File: src/hdl/assert_macros.svh
// Assertion macros shared by the queue pair RTL; empty when synthesizing.
`ifndef ASSERT_MACROS_SVH
`define ASSERT_MACROS_SVH
`ifndef SYNTHESIS
// Check that cons holds in every cycle in which ante holds.
`define AST_IMPLY(lbl, clk, rst_n, ante, cons, msg) \
	lbl: assert property (@(posedge clk) disable iff (!rst_n) (ante) |-> (cons)) \
		else $error(msg);
// Check that cond holds in every cycle out of reset.
`define AST_ALWAYS(lbl, clk, rst_n, cond, msg) \
	lbl: assert property (@(posedge clk) disable iff (!rst_n) (cond)) else $error(msg);
`else
`define AST_IMPLY(lbl, clk, rst_n, ante, cons, msg)
`define AST_ALWAYS(lbl, clk, rst_n, cond, msg)
`endif
`endif

File: src/hdl/nvqp_pkg.sv
// Types and codes shared by the NVMe I/O queue pair host block.
package nvqp_pkg;

	// Result kinds reported with every result transfer
	typedef enum logic [2:0] {
		KIND_ISSUED   = 3'd0,
		KIND_FULL     = 3'd1,
		KIND_NOT_DONE = 3'd2,
		KIND_DONE_OK  = 3'd3,
		KIND_DONE_ERR = 3'd4,
		KIND_ZERO     = 3'd5
	} nvqp_kind_t;

	// Command opcodes
	typedef enum logic [1:0] {
		OPC_NONE  = 2'd0,
		OPC_WRITE = 2'd1,
		OPC_READ  = 2'd2
	} nvqp_opc_t;

	// Configuration register indexes
	typedef enum logic [2:0] {
		CFG_BLOCK_SIZE_LOG2     = 3'd0,
		CFG_MAX_TRANSFER_BLOCKS = 3'd1,
		CFG_NAMESPACE_ID        = 3'd2,
		CFG_SQ_LAST_INDEX       = 3'd3,
		CFG_CQ_LAST_INDEX       = 3'd4
	} nvqp_cfg_idx_t;

	// Input request kinds
	localparam logic FUNC_SUBMIT   = 1'b0;
	localparam logic FUNC_COMPLETE = 1'b1;

	// Status of a pointer reduction unit
	typedef struct packed {
		logic busy;
		logic done;
	} nvqp_red_stat_t;

endpackage

File: src/hdl/nvqp_req_if.sv
// Request channel: submit requests and observed completion entries.
interface nvqp_req_if;
	logic        valid;
	logic        ready;
	logic        func;
	logic [63:0] buffer_address;
	logic [63:0] block_address;
	logic [15:0] block_count;
	logic        write_flag;
	logic        entry_phase;
	logic [15:0] entry_sq_head;
	logic [15:0] entry_status_word;

	modport source (
		output valid, func, buffer_address, block_address, block_count, write_flag,
			entry_phase, entry_sq_head, entry_status_word,
		input  ready
	);
	modport sink (
		input  valid, func, buffer_address, block_address, block_count, write_flag,
			entry_phase, entry_sq_head, entry_status_word,
		output ready
	);
endinterface

File: src/hdl/nvqp_rsp_if.sv
// Result channel: command fields, doorbells and completion outcome.
interface nvqp_rsp_if;
	logic        valid;
	logic        ready;
	logic [2:0]  result_kind;
	logic [1:0]  opcode;
	logic [15:0] command_id;
	logic [63:0] data_pointer;
	logic [63:0] start_lba;
	logic [31:0] count_dword;
	logic [15:0] sq_doorbell;
	logic [15:0] cq_doorbell;
	logic [16:0] transferred_count;

	modport source (
		output valid, result_kind, opcode, command_id, data_pointer, start_lba,
			count_dword, sq_doorbell, cq_doorbell, transferred_count,
		input  ready
	);
	modport sink (
		input  valid, result_kind, opcode, command_id, data_pointer, start_lba,
			count_dword, sq_doorbell, cq_doorbell, transferred_count,
		output ready
	);
endinterface

File: src/hdl/nvqp_mod_reduce.sv
// Bit-serial remainder unit that folds a queue pointer into the queue size.
module nvqp_mod_reduce
	import nvqp_pkg::*;
#(
	parameter int INDEX_BITS = 16
) (
	input  logic                  clk,
	input  logic                  arst_n,
	input  logic                  start,
	input  logic [INDEX_BITS-1:0] dividend,
	input  logic [INDEX_BITS:0]   divisor,
	output nvqp_red_stat_t        stat,
	output logic [INDEX_BITS-1:0] rem
);

	localparam int CNT_W = (INDEX_BITS > 1) ? $clog2(INDEX_BITS) : 1;

	logic                  busy_q;
	logic                  done_q;
	logic [CNT_W-1:0]      cnt_q;
	logic [INDEX_BITS-1:0] dvd_q;
	logic [INDEX_BITS:0]   dsr_q;
	logic [INDEX_BITS-1:0] rem_q;
	logic [INDEX_BITS:0]   trial;
	logic [INDEX_BITS:0]   trial_sub;

	// Shift in the next dividend bit and subtract where it fits
	always_comb begin
		trial     = {rem_q, dvd_q[cnt_q]};
		trial_sub = trial - dsr_q;
	end

	// Sequence one dividend bit per cycle, most significant first
	always_ff @(posedge clk or negedge arst_n) begin
		if (!arst_n) begin
			busy_q <= 1'b0;
			done_q <= 1'b0;
			cnt_q  <= '0;
		end else begin
			done_q <= 1'b0;
			if (start) begin
				busy_q <= 1'b1;
				cnt_q  <= CNT_W'(INDEX_BITS - 1);
			end else if (busy_q) begin
				if (cnt_q == '0) begin
					busy_q <= 1'b0;
					done_q <= 1'b1;
				end else begin
					cnt_q <= cnt_q - 1'b1;
				end
			end
		end
	end

	// Hold operands and the partial remainder
	always_ff @(posedge clk) begin
		if (start) begin
			dvd_q <= dividend;
			dsr_q <= divisor;
			rem_q <= '0;
		end else if (busy_q) begin
			if (trial >= dsr_q) begin
				rem_q <= trial_sub[INDEX_BITS-1:0];
			end else begin
				rem_q <= trial[INDEX_BITS-1:0];
			end
		end
	end

	assign stat.busy = busy_q;
	assign stat.done = done_q;
	assign rem       = rem_q;

endmodule

File: src/hdl/nvme_io_queue_pair_host.sv
// Top level of the NVMe I/O queue pair host: command build and queue pointer tracking.
//
// Usage:
//   req carries either a submit request (func 0) or the completion entry seen at the
//   CQ head (func 1). rsp returns exactly one result per request: the result kind,
//   the command fields when a command is issued, the SQ tail and CQ head doorbell
//   values after the request, and the transferred block count.
//   cfg_we/cfg_index/cfg_data write one configuration register per cycle; write only
//   while the block holds no request in flight, which the block does not enforce.
// Timing:
//   A request is registered in the input stage at its transfer, and its result is then
//   registered in the result register, which drives rsp.valid. One request is taken
//   per cycle in steady state while rsp.ready stays high and no pointer reduction
//   runs, a rate set by the single input and result stages.
//   A write to sq_last_index or cq_last_index starts a bit-serial remainder pass
//   that folds the current SQ tail and CQ head into the new queue sizes; req.ready
//   is low from that write until the folded pointers are loaded.
// Reset:
//   arst_n clears the pointers, the pending count and both stages, sets the
//   completion phase to one and loads the configuration reset values.
// Stall:
//   While rsp.ready is low the result register holds, and req.ready drops once
//   the input stage also holds a request.
module nvme_io_queue_pair_host
	import nvqp_pkg::*;
#(
	parameter int PAGE_BYTES = 4096,
	parameter int INDEX_BITS = 16
) (
	input  logic        clk,
	input  logic        arst_n,
	nvqp_req_if.sink    req,
	nvqp_rsp_if.source  rsp,
	input  logic        cfg_we,
	input  logic [2:0]  cfg_index,
	input  logic [31:0] cfg_data
);

	`include "assert_macros.svh"

	localparam int PAGE_LOG2 = $clog2(PAGE_BYTES);
	localparam int PW        = PAGE_LOG2 + 1;
	localparam logic [INDEX_BITS-1:0] IDX_MASK = '1;

	// Configuration registers
	logic [3:0]  blk_log2_q;
	logic [16:0] max_xfer_q;
	logic [15:0] sq_last_q;
	logic [15:0] cq_last_q;

	// Queue state
	logic [INDEX_BITS-1:0] sub_tail_q;
	logic [INDEX_BITS-1:0] sub_head_q;
	logic [INDEX_BITS-1:0] comp_head_q;
	logic                  comp_phase_q;
	logic [16:0]           pending_q;
	logic [INDEX_BITS-1:0] sq_red_q;
	logic [INDEX_BITS-1:0] cq_red_q;
	logic                  start_q;

	// Input stage
	logic        v_s1;
	logic        func_s1;
	logic [63:0] buf_s1;
	logic [63:0] lba_s1;
	logic [15:0] count_s1;
	logic        wr_s1;
	logic        phase_s1;
	logic [15:0] qhd_s1;
	logic [15:0] sts_s1;

	// Result register
	logic        out_v_q;
	nvqp_kind_t  kind_q;
	nvqp_opc_t   opc_q;
	logic [15:0] cid_q;
	logic [63:0] dptr_q;
	logic [63:0] slba_q;
	logic [31:0] cdw_q;
	logic [15:0] sqdb_q;
	logic [15:0] cqdb_q;
	logic [16:0] xfer_q;

	// Reduction units
	nvqp_red_stat_t        sq_stat;
	nvqp_red_stat_t        cq_stat;
	logic [INDEX_BITS-1:0] sq_rem;
	logic [INDEX_BITS-1:0] cq_rem;

	// Combinational results
	logic                  busy;
	logic                  adv;
	logic [3:0]            lg_c;
	logic [PW-1:0]         page_blk;
	logic [PW-1:0]         page_off;
	logic [PW-1:0]         page_lim;
	logic [16:0]           max_eff;
	logic [16:0]           cnt_c;
	logic [16:0]           cnt_m1;
	logic [INDEX_BITS-1:0] sq_last_eff;
	logic [INDEX_BITS-1:0] cq_last_eff;
	logic [INDEX_BITS:0]   sq_size;
	logic [INDEX_BITS:0]   cq_size;
	logic [INDEX_BITS:0]   sq_inc;
	logic [INDEX_BITS:0]   cq_inc;
	logic [INDEX_BITS-1:0] sq_next;
	logic [INDEX_BITS-1:0] cq_next;

	nvqp_kind_t            r_kind;
	nvqp_opc_t             r_opc;
	logic [15:0]           r_cid;
	logic [63:0]           r_dptr;
	logic [63:0]           r_slba;
	logic [31:0]           r_cdw;
	logic [16:0]           r_xfer;
	logic [INDEX_BITS-1:0] nx_tail;
	logic [INDEX_BITS-1:0] nx_head;
	logic [INDEX_BITS-1:0] nx_chead;
	logic                  nx_phase;
	logic [16:0]           nx_pend;
	logic [INDEX_BITS-1:0] nx_sqred;
	logic [INDEX_BITS-1:0] nx_cqred;

	// Stall intake while a pointer reduction runs or is about to land
	assign busy = start_q | sq_stat.busy | sq_stat.done | cq_stat.busy | cq_stat.done;
	assign adv  = !out_v_q || rsp.ready;
	assign req.ready = (!v_s1 || adv) && !busy;

	// Queue sizes from the last index, cut to the index range
	always_comb begin
		sq_last_eff = (sq_last_q > 16'(IDX_MASK)) ? IDX_MASK : sq_last_q[INDEX_BITS-1:0];
		cq_last_eff = (cq_last_q > 16'(IDX_MASK)) ? IDX_MASK : cq_last_q[INDEX_BITS-1:0];
		sq_size     = {1'b0, sq_last_eff} + 1'b1;
		cq_size     = {1'b0, cq_last_eff} + 1'b1;
		sq_inc      = {1'b0, sq_red_q} + 1'b1;
		cq_inc      = {1'b0, cq_red_q} + 1'b1;
		sq_next     = (sq_inc == sq_size) ? '0 : sq_inc[INDEX_BITS-1:0];
		cq_next     = (cq_inc == cq_size) ? '0 : cq_inc[INDEX_BITS-1:0];
	end

	// Clamp the block count to the page end and the transfer limit
	always_comb begin
		case (blk_log2_q) inside
			[4'd0:4'd8]:   lg_c = 4'd9;
			[4'd13:4'd15]: lg_c = 4'd12;
			default:       lg_c = blk_log2_q;
		endcase
		page_blk = PW'(PAGE_BYTES) >> lg_c;
		page_off = {1'b0, buf_s1[PAGE_LOG2-1:0]} >> lg_c;
		page_lim = page_blk - page_off;
		if (page_lim == '0) begin
			page_lim = PW'(1);
		end
		max_eff = (max_xfer_q == '0) ? 17'd1 : max_xfer_q;
		cnt_c   = {1'b0, count_s1};
		if (cnt_c > 17'(page_lim)) begin
			cnt_c = 17'(page_lim);
		end
		if (cnt_c > max_eff) begin
			cnt_c = max_eff;
		end
		cnt_m1 = cnt_c - 1'b1;
	end

	// Build the result and the next queue state for the staged request
	always_comb begin
		r_kind   = KIND_ZERO;
		r_opc    = OPC_NONE;
		r_cid    = '0;
		r_dptr   = '0;
		r_slba   = '0;
		r_cdw    = '0;
		r_xfer   = '0;
		nx_tail  = sub_tail_q;
		nx_head  = sub_head_q;
		nx_chead = comp_head_q;
		nx_phase = comp_phase_q;
		nx_pend  = pending_q;
		nx_sqred = sq_red_q;
		nx_cqred = cq_red_q;
		if (func_s1 == FUNC_SUBMIT) begin
			if (count_s1 == '0) begin
				r_kind = KIND_ZERO;
			end else if (sq_next == sub_head_q) begin
				r_kind = KIND_FULL;
			end else begin
				r_kind   = KIND_ISSUED;
				r_opc    = wr_s1 ? OPC_WRITE : OPC_READ;
				r_cid    = 16'(sub_tail_q);
				r_dptr   = buf_s1;
				r_slba   = lba_s1;
				r_cdw    = {1'b1, 15'd0, cnt_m1[15:0]};
				r_xfer   = cnt_c;
				nx_tail  = sq_next;
				nx_sqred = sq_next;
				nx_pend  = cnt_c;
			end
		end else begin
			if (phase_s1 != comp_phase_q) begin
				r_kind = KIND_NOT_DONE;
			end else begin
				// Toggle the phase when the head wraps
				if (cq_next < comp_head_q) begin
					nx_phase = !comp_phase_q;
				end
				nx_chead = cq_next;
				nx_cqred = cq_next;
				nx_head  = qhd_s1[INDEX_BITS-1:0];
				if (sts_s1[8:1] != 8'd0) begin
					r_kind = KIND_DONE_ERR;
				end else begin
					r_kind = KIND_DONE_OK;
					r_xfer = pending_q;
				end
				nx_pend = '0;
			end
		end
	end

	// Configuration writes; the namespace id reaches no result field and is dropped
	always_ff @(posedge clk or negedge arst_n) begin
		if (!arst_n) begin
			blk_log2_q <= 4'd9;
			max_xfer_q <= 17'd65536;
			sq_last_q  <= 16'd63;
			cq_last_q  <= 16'd255;
			start_q    <= 1'b0;
		end else begin
			start_q <= 1'b0;
			if (cfg_we) begin
				case (cfg_index)
					CFG_BLOCK_SIZE_LOG2:     blk_log2_q <= cfg_data[3:0];
					CFG_MAX_TRANSFER_BLOCKS: max_xfer_q <= cfg_data[16:0];
					CFG_SQ_LAST_INDEX: begin
						sq_last_q <= cfg_data[15:0];
						start_q   <= 1'b1;
					end
					CFG_CQ_LAST_INDEX: begin
						cq_last_q <= cfg_data[15:0];
						start_q   <= 1'b1;
					end
					default: ;
				endcase
			end
		end
	end

	// Fold the pointers into the new queue sizes
	nvqp_mod_reduce #(.INDEX_BITS(INDEX_BITS)) u_sq_reduce (
		.clk      (clk),
		.arst_n   (arst_n),
		.start    (start_q),
		.dividend (sub_tail_q),
		.divisor  (sq_size),
		.stat     (sq_stat),
		.rem      (sq_rem)
	);

	nvqp_mod_reduce #(.INDEX_BITS(INDEX_BITS)) u_cq_reduce (
		.clk      (clk),
		.arst_n   (arst_n),
		.start    (start_q),
		.dividend (comp_head_q),
		.divisor  (cq_size),
		.stat     (cq_stat),
		.rem      (cq_rem)
	);

	// Advance queue state as each request leaves the input stage
	always_ff @(posedge clk or negedge arst_n) begin
		if (!arst_n) begin
			sub_tail_q   <= '0;
			sub_head_q   <= '0;
			comp_head_q  <= '0;
			comp_phase_q <= 1'b1;
			pending_q    <= '0;
			sq_red_q     <= '0;
			cq_red_q     <= '0;
		end else begin
			if (v_s1 && adv) begin
				sub_tail_q   <= nx_tail;
				sub_head_q   <= nx_head;
				comp_head_q  <= nx_chead;
				comp_phase_q <= nx_phase;
				pending_q    <= nx_pend;
				sq_red_q     <= nx_sqred;
				cq_red_q     <= nx_cqred;
			end
			if (sq_stat.done) begin
				sq_red_q <= sq_rem;
			end
			if (cq_stat.done) begin
				cq_red_q <= cq_rem;
			end
		end
	end

	// Stage valid bits
	always_ff @(posedge clk or negedge arst_n) begin
		if (!arst_n) begin
			v_s1    <= 1'b0;
			out_v_q <= 1'b0;
		end else begin
			if (req.ready) begin
				v_s1 <= req.valid;
			end else if (adv) begin
				v_s1 <= 1'b0;
			end
			if (adv) begin
				out_v_q <= v_s1;
			end
		end
	end

	// Capture the request on transfer
	always_ff @(posedge clk) begin
		if (req.valid && req.ready) begin
			func_s1  <= req.func;
			buf_s1   <= req.buffer_address;
			lba_s1   <= req.block_address;
			count_s1 <= req.block_count;
			wr_s1    <= req.write_flag;
			phase_s1 <= req.entry_phase;
			qhd_s1   <= req.entry_sq_head;
			sts_s1   <= req.entry_status_word;
		end
	end

	// Load the result register
	always_ff @(posedge clk) begin
		if (v_s1 && adv) begin
			kind_q <= r_kind;
			opc_q  <= r_opc;
			cid_q  <= r_cid;
			dptr_q <= r_dptr;
			slba_q <= r_slba;
			cdw_q  <= r_cdw;
			sqdb_q <= 16'(nx_tail);
			cqdb_q <= 16'(nx_chead);
			xfer_q <= r_xfer;
		end
	end

	assign rsp.valid             = out_v_q;
	assign rsp.result_kind       = kind_q;
	assign rsp.opcode            = opc_q;
	assign rsp.command_id        = cid_q;
	assign rsp.data_pointer      = dptr_q;
	assign rsp.start_lba         = slba_q;
	assign rsp.count_dword       = cdw_q;
	assign rsp.sq_doorbell       = sqdb_q;
	assign rsp.cq_doorbell       = cqdb_q;
	assign rsp.transferred_count = xfer_q;

	// An issued command always carries a nonzero block count
	`AST_IMPLY(a_issue_has_count, clk, arst_n,
		rsp.valid && rsp.result_kind == KIND_ISSUED,
		rsp.count_dword[31] && rsp.transferred_count != 17'd0,
		"issued command without a block count")
	// Only issued commands carry an opcode and a count dword
	`AST_IMPLY(a_no_cmd_unless_issued, clk, arst_n,
		rsp.valid && rsp.result_kind != KIND_ISSUED,
		rsp.opcode == OPC_NONE && rsp.count_dword == 32'd0,
		"command fields set on a non-issued result")
	// Reduced pointer copies stay inside their queues whenever requests flow
	`AST_IMPLY(a_sq_red_bound, clk, arst_n, !busy, sq_red_q <= sq_last_eff,
		"SQ pointer copy outside queue")
	`AST_IMPLY(a_cq_red_bound, clk, arst_n, !busy, cq_red_q <= cq_last_eff,
		"CQ pointer copy outside queue")

endmodule
File: src/flat_wrapper.sv
// flat-port wrapper written by rule: the top's interface ports become plain ports
module nvme_io_queue_pair_host_flat import nvqp_pkg::*;
#(
	parameter int PAGE_BYTES = 4096,
	parameter int INDEX_BITS = 16
)
  (clk, arst_n, cfg_we, cfg_index, cfg_data, req_valid, req_func, req_buffer_address, req_block_address, req_block_count, req_write_flag, req_entry_phase, req_entry_sq_head, req_entry_status_word, req_ready, rsp_valid, rsp_result_kind, rsp_opcode, rsp_command_id, rsp_data_pointer, rsp_start_lba, rsp_count_dword, rsp_sq_doorbell, rsp_cq_doorbell, rsp_transferred_count, rsp_ready);
  nvqp_req_if req_i ();
  nvqp_rsp_if rsp_i ();
  input  logic clk;
  input  logic arst_n;
  input  logic cfg_we;
  input  logic [2:0] cfg_index;
  input  logic [31:0] cfg_data;
  input wire logic [$bits(req_i.valid)-1:0] req_valid;
  input wire logic [$bits(req_i.func)-1:0] req_func;
  input wire logic [$bits(req_i.buffer_address)-1:0] req_buffer_address;
  input wire logic [$bits(req_i.block_address)-1:0] req_block_address;
  input wire logic [$bits(req_i.block_count)-1:0] req_block_count;
  input wire logic [$bits(req_i.write_flag)-1:0] req_write_flag;
  input wire logic [$bits(req_i.entry_phase)-1:0] req_entry_phase;
  input wire logic [$bits(req_i.entry_sq_head)-1:0] req_entry_sq_head;
  input wire logic [$bits(req_i.entry_status_word)-1:0] req_entry_status_word;
  output wire logic [$bits(req_i.ready)-1:0] req_ready;
  output wire logic [$bits(rsp_i.valid)-1:0] rsp_valid;
  output wire logic [$bits(rsp_i.result_kind)-1:0] rsp_result_kind;
  output wire logic [$bits(rsp_i.opcode)-1:0] rsp_opcode;
  output wire logic [$bits(rsp_i.command_id)-1:0] rsp_command_id;
  output wire logic [$bits(rsp_i.data_pointer)-1:0] rsp_data_pointer;
  output wire logic [$bits(rsp_i.start_lba)-1:0] rsp_start_lba;
  output wire logic [$bits(rsp_i.count_dword)-1:0] rsp_count_dword;
  output wire logic [$bits(rsp_i.sq_doorbell)-1:0] rsp_sq_doorbell;
  output wire logic [$bits(rsp_i.cq_doorbell)-1:0] rsp_cq_doorbell;
  output wire logic [$bits(rsp_i.transferred_count)-1:0] rsp_transferred_count;
  input wire logic [$bits(rsp_i.ready)-1:0] rsp_ready;
  assign req_i.valid = req_valid;
  assign req_i.func = req_func;
  assign req_i.buffer_address = req_buffer_address;
  assign req_i.block_address = req_block_address;
  assign req_i.block_count = req_block_count;
  assign req_i.write_flag = req_write_flag;
  assign req_i.entry_phase = req_entry_phase;
  assign req_i.entry_sq_head = req_entry_sq_head;
  assign req_i.entry_status_word = req_entry_status_word;
  assign req_ready = req_i.ready;
  assign rsp_valid = rsp_i.valid;
  assign rsp_result_kind = rsp_i.result_kind;
  assign rsp_opcode = rsp_i.opcode;
  assign rsp_command_id = rsp_i.command_id;
  assign rsp_data_pointer = rsp_i.data_pointer;
  assign rsp_start_lba = rsp_i.start_lba;
  assign rsp_count_dword = rsp_i.count_dword;
  assign rsp_sq_doorbell = rsp_i.sq_doorbell;
  assign rsp_cq_doorbell = rsp_i.cq_doorbell;
  assign rsp_transferred_count = rsp_i.transferred_count;
  assign rsp_i.ready = rsp_ready;
  nvme_io_queue_pair_host #(.PAGE_BYTES(PAGE_BYTES), .INDEX_BITS(INDEX_BITS)) u_core (.clk(clk), .arst_n(arst_n), .req(req_i), .rsp(rsp_i), .cfg_we(cfg_we), .cfg_index(cfg_index), .cfg_data(cfg_data));
endmodule
File: config.mk
export PLATFORM = sky130hd
export DESIGN_NAME = nvme_io_queue_pair_host_flat
export DESIGN_NICKNAME = d
export VERILOG_FILES = /design/src/hdl/nvqp_pkg.sv /design/src/hdl/nvqp_req_if.sv /design/src/hdl/nvqp_rsp_if.sv /design/src/hdl/nvqp_mod_reduce.sv /design/src/hdl/nvme_io_queue_pair_host.sv /design/src/flat_wrapper.sv
export VERILOG_INCLUDE_DIRS = /design/src /design/src/hdl
export SDC_FILE = /design/constraint.sdc
export NUM_CORES = 1
export LEC_CHECK = 0
export ABC_AREA = 1
export BUFFER_PORTS_ARGS = -buffer_cell sky130_fd_sc_hd__buf_2
export CAP_MARGIN = 15
export CORE_ASPECT_RATIO = 0.8
export CORE_UTILIZATION = 40
export CTS_CLUSTER_DIAMETER = 60
export CTS_CLUSTER_SIZE = 8
export DETAILED_ROUTE_END_ITERATION = 7
export GPL_ROUTABILITY_DRIVEN = 0
export GPL_TIMING_DRIVEN = 0
export PLACE_DENSITY = 0.68
export REMOVE_ABC_BUFFERS = 1
export SYNTH_ARGS = -nofsm -noshare
export SYNTH_HDL_FRONTEND = slang
export SYNTH_SLANG_ARGS = --single-unit
File: constraint.sdc
create_clock -name clk -period 20.2 [get_ports clk]
set_input_delay 0 -clock clk [delete_from_list [all_inputs] [get_ports clk]]
set_output_delay 0 -clock clk [all_outputs]
set_load 0.02 [all_outputs]
==> summary.txt, run 1 <==
Run status
  – Status: finished clean

Power
  – Tot Pwr: 0.004510 W
  – Cell area power density: 117.8 nW/um^2
  – LEAKAGE: 16.72 nW
  – Worst ir drop on vdd: 107.6 uV

Synth
  – Most frequent cell after synthesis: nand2_1
  – Share of the synthesized area in the top cell type: 0.4472
  – Cell taking the most area after synthesis: edfxtp_1
  – Register bit total from synthesis: 650
  – Syn Area/Cell: 9.655 sq um
  – Synth Instances: 3144
  – Number of enable flip-flop cells after synthesis: 452
  – Ys Warns: 0
  – Synthesized area: 30350 sq um
  – Register area share after synthesis: 0.6059
  – Post-synth ARST share: 0.2554
  – Synth unique cells: 49
  – Predominant post-synthesis flop cell: edfxtp_1
  – Most instantiated cells after synthesis: nand2_1 (701), edfxtp_1 (452), inv_1 (429), nor2_1 (340), o21ai_0 (296)
  – Largest cells by area after synthesis: edfxtp_1 (45%), dfrtp_1 (12%), nand2_1 (8.7%)

Setup path
  – Crit-path max FO: 25
  – WP buf/inv: 5
  – Max incr delay on CP: 0.74 ns
  – CP max stage cell: o21ai_0
  – Most used cell, CP: nand2_1
  – CP Class: reg -> reg
  – Worst path depth: 40
  – R2R cell count: 40
  – Crit path max-delay family: simple AND/OR/NAND/NOR gates
  – Setup crit start kind: register
  – Data arrival time of the worst path: 8.37 ns
  – CP endpoint kind: register
  – CP Data Required Time: 20.57 ns

Route
  – Detailed-route via count: 24098
  – Drt first pass iters: 6
  – Final Routed Wirelength: 85.24 mm
  – Vias per cell: 4.953
  – Antenna Nets Post-Route: 0
  – WL per Instance: 17.52 microns
  – 1st-iter DRT viols: 2168
  – Remaining DRCs: 0

Placed design
  – Port Buffers: 412
  – Dpl ws: 12.29 ns
  – Hpwl dp: 57.77 mm

Clock tree
  – Clock Path Buffers: 3
  – TritonCTS buffer count: 93
  – Clk Latency, worst-skew pair: 0.66 ns
  – H-tree levels: 3
  – TritonCTS clock tree: built
  – Clock transition at path regs: 0.05 ns
  – Post-CTS Setup Repair Bufs: 0
  – CTS Root Buffer Type: clkbuf_16
  – CTS sink cnt: 650

Timing
  – Setup_tns: 0 ns
  – Period utilization: 0.3963
  – Worst-Margin Slew: 1.166 ns
  – Final worst path period need: 8.005 ns
  – Max Clk Rate: 0.1249 GHz
  – Fin. max-slew vios: 0
  – Clock Skews: 0.04846 ns
  – Max transition margin: 0.2200
  – Slack of the critical path: 12.20 ns
  – Setup Viol. Count Final: 0
  – RSZ-0062 raised after global routing: no
  – Hold Fails Final Rpt: 0

Global route
  – GRT Resource Usage Total: 0.2186
  – Pin count of the biggest net entering global routing: 133
  – Global route total overflow: 0
  – Vias in the first global route: 23252
  – First-pass GRT wire length: 129.9 mm
  – Initial antenna violation count: 8

Die
  – CORE AREA: 74390 sq um
  – Die Ht: 248.4 microns
  – Die width: 310.0 microns
  – Site row count: 89
  – DIE AREA: 77000 sq um
  – I/O pin cnt: 451
  – Initial Util: 0.4081

Worst hold path
  – HP Class: in -> reg
  – Hold path depth: 2

Flow run
  – Total of max-cap violations: 0

Layout
  – # nets final: 4096
  – Area grow syn2layout: 26.18%
  – Layout cell share with drive strength beyond 1: 0.1474
metrics by stage:
stage / utilization / instance area, sq um / std cells / hold WS (ns)
after global routing: 0.5148 / 38290 / 4861 / 0.03987
final: 0.5149 / 38300 / 4865 / 0.05423
after CTS: 0.5145 / 38270 / 4859 / 0.02045
after floorplan: - / 29910 / 3066 / -0.2956
after detailed placement: 0.4498 / 33460 / 4486 / -0.03265
after global placement: 0.4466 / 33220 / 4479 / 0.1764
cell type report:
class / instances / area (sq um)
Sequential cell: 650 / 18390
Multi-Input combinational cell: 1977 / 9889
Fill cell: 6672 / 36080
Timing Repair Buffer: 617 / 4267
Tap cell: 1001 / 1252
Antenna cell: 5 / 12.51
Clock buffer: 166 / 2621
Inverter: 439 / 1663
Clock inverter: 10 / 202.7
layout by cell type, fill, tap and decap left out, types with 4 or more instances in the layout:
cell type      count
clkinv_1           4
inv_1            427
edfxtp_1         452
nor3_1            18
nor4_1             7
conb_1            33
nor2_2             4
o211ai_1          12
o22ai_1            5
or2_2              5
ha_1              96
nand3b_1           4
xor2_1            41
o21bai_1           9
dfstp_2           18
xnor2_1           26
buf_16             7
clkbuf_16         93
dfrtp_1          147
a22oi_1           11
a31oi_1            4
nand3_1          149
o21ai_1            8
nand4_1           51
o221ai_1          12
dfxtp_1           32
clkinv_16          4
dlygate4sd3_1    196
clkbuf_1          71
a21oi_1          118
o21ai_0          296
buf_2            411
a21o_1             5
nand2_1          701
diode_2            5
inv_2              6
nor2_1           339
report_power, final:
group | switching (W) | internal [W]
sequential | 0.000158 | 0.00165
combinational | 0.000770 | 0.000438
clock | 0.000611 | 0.000883
path summary, 6_finish.rpt:
kind | end | start | slack (ns)
hold / removal | u_core.count_s1[11]$_DFFE_PP_ | req_block_count[11] | 0.05
hold reg to reg | u_core.sub_head_q[15]$_DFFE_PN0P_ | u_core.qhd_s1[15]$_DFFE_PP_ | 0.43
setup reg to reg | u_core.rsp.count_dword[12]$_SDFFCE_PP0P_ | u_core.blk_log2_q[3]$_DFFE_PN1P_ | 12.20
max in group asynchronous | u_core.start_q$_DFF_PN0_ | arst_n | 19.05
setup / recovery | u_core.rsp.count_dword[12]$_SDFFCE_PP0P_ | u_core.blk_log2_q[3]$_DFFE_PN1P_ | 12.20
min in group asynchronous | u_core.comp_phase_q$_DFFE_PN1P_ | arst_n | 0.50
what timing repair did:
action / 4_1_cts / 5_1_grt
setup endpoints to repair: 0 / 0
hold endpoints to repair: 378 / 0
resized for setup: 0 / 0
hold buffers: 197 / 0
routing by layer:
metal / track usage / wire, microns / share of wire / vias up
li1: - / - / - / 11690
met1: 0.2988 / 36730 / 0.43 / 11330
met2: 0.3428 / 39390 / 0.46 / 895
met3: 0.04883 / 6474 / 0.076 / 169
met4: 0.07606 / 2537 / 0.030 / 14
met5: 0 / 99 / 0.0012 / -
state kept, by name, summed over array words and instances (netlist names), 64 cells and up:
register                 count
u_core.rsp.start_lba        64
u_core.buf_s1               64
u_core.lba_s1               64
u_core.rsp.data_pointer     64
kinds of logic (layout without fill, tap and decap cells):
group / Yosys count / count (layout) / synth area share
other: 2 / 38 / 0.0002474
AND/OR/NAND/NOR: 1290 / 1290 / 0.1739
buffers and inverters: 548 / 1232 / 0.07288
AO/OA/AOI/OAI: 488 / 488 / 0.08627
adder cells (fa/ha/maj): 99 / 99 / 0.04155
XOR/XNOR: 67 / 67 / 0.01933
flip-flops: 650 / 650 / 0.6059
worst reg2reg max path: cells and delay by family (launching register included):
kind / cells / cell delay [ns]
flip-flops: 1 / 0.54
buffers and inverters: 5 / 0.77
AND/OR/NAND/NOR: 23 / 3.51
AO/OA/AOI/OAI: 8 / 1.86
adder cells (fa/ha/maj): 3 / 0.84
XOR/XNOR: 1 / 0.25
No activity file was read; power rests on OpenSTA's default activity.
==> inputs of run 2 (changes only) <==
Settings changed: PLACE_DENSITY 0.68 to 0.71.
Clock period 20.2 ns to 7 ns, I/O delays scaled along.
==> run 2 against run 1 <==
Sequential cell count unchanged. Combinational power grew to 3.0 times the previous value. Worst hold slack worse by 0.028 ns. Clock skew rose by 0.010 ns. Largest cell class unchanged. Via count rose by 1.2%. Final cell count increased by 0.35%. Total power increased to 2.9 times the previous value. Sequential share of layout area shrank 0.50 points.
==> summary.txt, run 2 (synthesis gave the netlist of run 1 again) <==
Clock tree
  – TritonCTS buffer count: 91 (-2.2%)
  – Clock transition at path regs: 0.05 ns (about the same)
  – TritonCTS clock tree: built
  – CTS Root Buffer Type: clkbuf_16
  – Clock Path Buffers: 3 (unchanged)
  – Clk Latency, worst-skew pair: 0.65 ns (about the same)
  – CTS sink cnt: 650 (unchanged)
  – H-tree levels: 3 (unchanged)

Power
  – Tot Pwr: 0.01312 W (+190%)
  – LEAKAGE: 16.84 nW (+0.75%)
  – Cell area power density: 338.9 nW/um^2 (+190%)
  – Worst ir drop on vdd: 225.6 uV (+110%)

Timing
  – Setup Viol. Count Final: 0 (unchanged)
  – Max Clk Rate: 0.1515 GHz (+21%)
  – Final worst path period need: 6.602 ns (-1.402 ns)
  – Hold Fails Final Rpt: 0 (unchanged)
  – Period utilization: 0.9432 (+0.5469)
  – Clock Skews: 0.05883 ns (+0.01036 ns)
  – Worst-Margin Slew: 1.063 ns (-0.1036 ns)
  – Max transition margin: 0.2907 (+0.07066)
  – Fin. max-slew vios: 0 (unchanged)

Placed design
  – Hpwl dp: 57.91 mm (+0.24%)
  – Port Buffers: 412 (unchanged)

Layout
  – Commonest non-fill, non-tap cell in the layout: nand2_1
  – Most frequent cells in the layout: nand2_1 (695), edfxtp_1 (452), inv_1 (420), buf_2 (411), nor2_1 (333)
  – Multi-input logic area: 10180 sq um (+2.9%)
  – Storage cell area: 18390 sq um (unchanged)
  – Area grow syn2layout: 27.51%
  – # nets final: 4116 (+0.49%)
  – Layout cell share with drive strength beyond 1: 0.1635 (+0.01608)
  – Number of fill cells: 6472 (-3.0%)
  – Fin util: 0.5203 (+0.005433)

Global route
  – Global route total overflow: 0 (unchanged)
  – Vias in the first global route: 23588 (+1.4%)
  – Initial antenna violation count: 12 (+4)
  – Pin count of the biggest net entering global routing: 128 (-3.8%)
  – GRT Resource Usage Total: 0.2207 (+0.002097)
  – First-pass GRT wire length: 131.1 mm (+0.87%)

Setup path
  – Max incr delay on CP: 0.53 ns (-0.21 ns)
  – Reg-to-reg slack, setup: 0.40 ns (-11.80 ns)
  – Most used cell, CP: nand2_1
  – Reg-to-reg startpoint: u_core.blk_log2_q[3]$_DFFE_PN1P_
  – Crit-path max FO: 10 (-60%)
  – CP Data Required Time: 7.38 ns (-13.19 ns)
  – FF-to-FF End: u_core.rsp.count_dword[15]$_SDFFCE_PP0P_
  – Setup crit start kind: register
  – Data arrival time of the worst path: 6.98 ns (-1.39 ns)
  – CP max stage cell: dfstp_2
  – CP endpoint kind: register
  – CP Class: reg -> reg
  – R2R cell count: 45 (+13%)

Die
  – I/O pin cnt: 451 (unchanged)
  – Die width: 310.0 microns (unchanged)
  – CORE AREA: 74390 sq um (unchanged)
  – Die Ht: 248.4 microns (unchanged)
  – Initial Util: 0.4081 (unchanged)
  – DIE AREA: 77000 sq um (unchanged)
  – Site row count: 89 (unchanged)

Route
  – Vias per cell: 4.994 (+0.81%)
  – Final Routed Wirelength: 87.47 mm (+2.6%)
  – WL per Instance: 17.92 microns (+2.3%)
  – Detailed-route via count: 24379 (+1.2%)
  – Antenna Nets Post-Route: 0 (unchanged)
  – Remaining DRCs: 0 (unchanged)
  – 1st-iter DRT viols: 2114 (-2.5%)
  – Drt first pass iters: 6 (unchanged)

Worst hold path
  – Hold path depth: 4 (+2)
  – Hold_sp: cfg_index[1]
  – End of the worst hold path: u_core.max_xfer_q[14]$_DFFE_PN0P_
  – HP Class: in -> reg

Run status
  – Status: finished clean

Flow run
  – Total of max-cap violations: 0 (unchanged)
-- run 2: repair_timing --
action                                  4_1_cts  5_1_grt
gates cloned                                  2        2
resized for setup                            30       65
buffers inserted                              0       15
hold buffers                                196        3
endpoints found under the setup margin       21       15
pin swaps                                     0       10
hold endpoints to repair                    375        1
-- run 2: power breakdown --
| part | internal [W] | leakage, nW | switching (W) |
|---|---|---|---|
| logic | 0.00134 | 9.10 | 0.00231 |
| registers | 0.00476 | 6.45 | 0.000465 |
| clock network | 0.00251 | 1.29 | 0.00173 |
-- run 2: worst max path at each step --
stage                                startpoint                                       end  slack (ns)  cells after the start
3_3_place_gp       u_core.rsp.valid$_DFFE_PN0P_           u_core.pending_q[0]$_DFFE_PN0P_       -4.14                      7
3_5_place_dp   u_core.blk_log2_q[3]$_DFFE_PN1P_  u_core.rsp.count_dword[10]$_SDFFCE_PP0P_       -0.86                     41
4_1_cts        u_core.blk_log2_q[3]$_DFFE_PN1P_  u_core.rsp.count_dword[14]$_SDFFCE_PP0P_        0.06                     48
6_report       u_core.blk_log2_q[3]$_DFFE_PN1P_  u_core.rsp.count_dword[15]$_SDFFCE_PP0P_        0.40                     45
2_1_floorplan      u_core.rsp.valid$_DFFE_PN0P_          u_core.sub_tail_q[0]$_DFFE_PN0P_       -0.23                      5
5_1_grt        u_core.blk_log2_q[3]$_DFFE_PN1P_  u_core.rsp.count_dword[15]$_SDFFCE_PP0P_       -0.09                     45
-- run 2: routing by layer --
metal  vias up  part of all wire  global-route usage
met2       978              0.47              0.3506
li1      11738                 -                   -
met1     11419              0.41              0.2889
met4        16             0.039             0.08939
met3       228             0.083             0.05530
met5         -            0.0012                   0
-- run 2: through the flow --
stage	cells	instance area [sq um]	worst slack [ns]	hold slack [ns]	setup TNS, ns
2_1_floorplan	3066	29910	-0.2273	-0.2956	-26.56
4_1_cts	4856	38280	0.05726	0.02511	0
5_1_grt	4880	38700	-0.09443	0.04861	-0.4109
3_3_place_gp	4479	33220	-4.136	0.1767	-1063.02
6_report	4882	38710	0.3977	0.02596	0
3_5_place_dp	4486	33460	-0.8616	0.01487	-9.719
-- run 2: critical path: cells and delay by family (launching register included) --
family / cells / cell delay, ns
buffers and inverters: 7 / 0.76
and+or+nand+nor: 23 / 2.50
DFF: 1 / 0.53
adders and majority gates: 4 / 1.09
AOI/OAI and AO/OA: 11 / 1.48
-- run 2: cell type report --
type                       instances  share of cell area
antenna                            4           0.0002586
clock buffer                     164             0.06591
clock inverter                     8            0.005657
inverter                         439             0.04315
multi-input combinational       1979              0.2629
sequential                       650              0.4752
tap                             1001             0.03236
timing repair buffer             635              0.1141
timing repair inverter             2           0.0003879
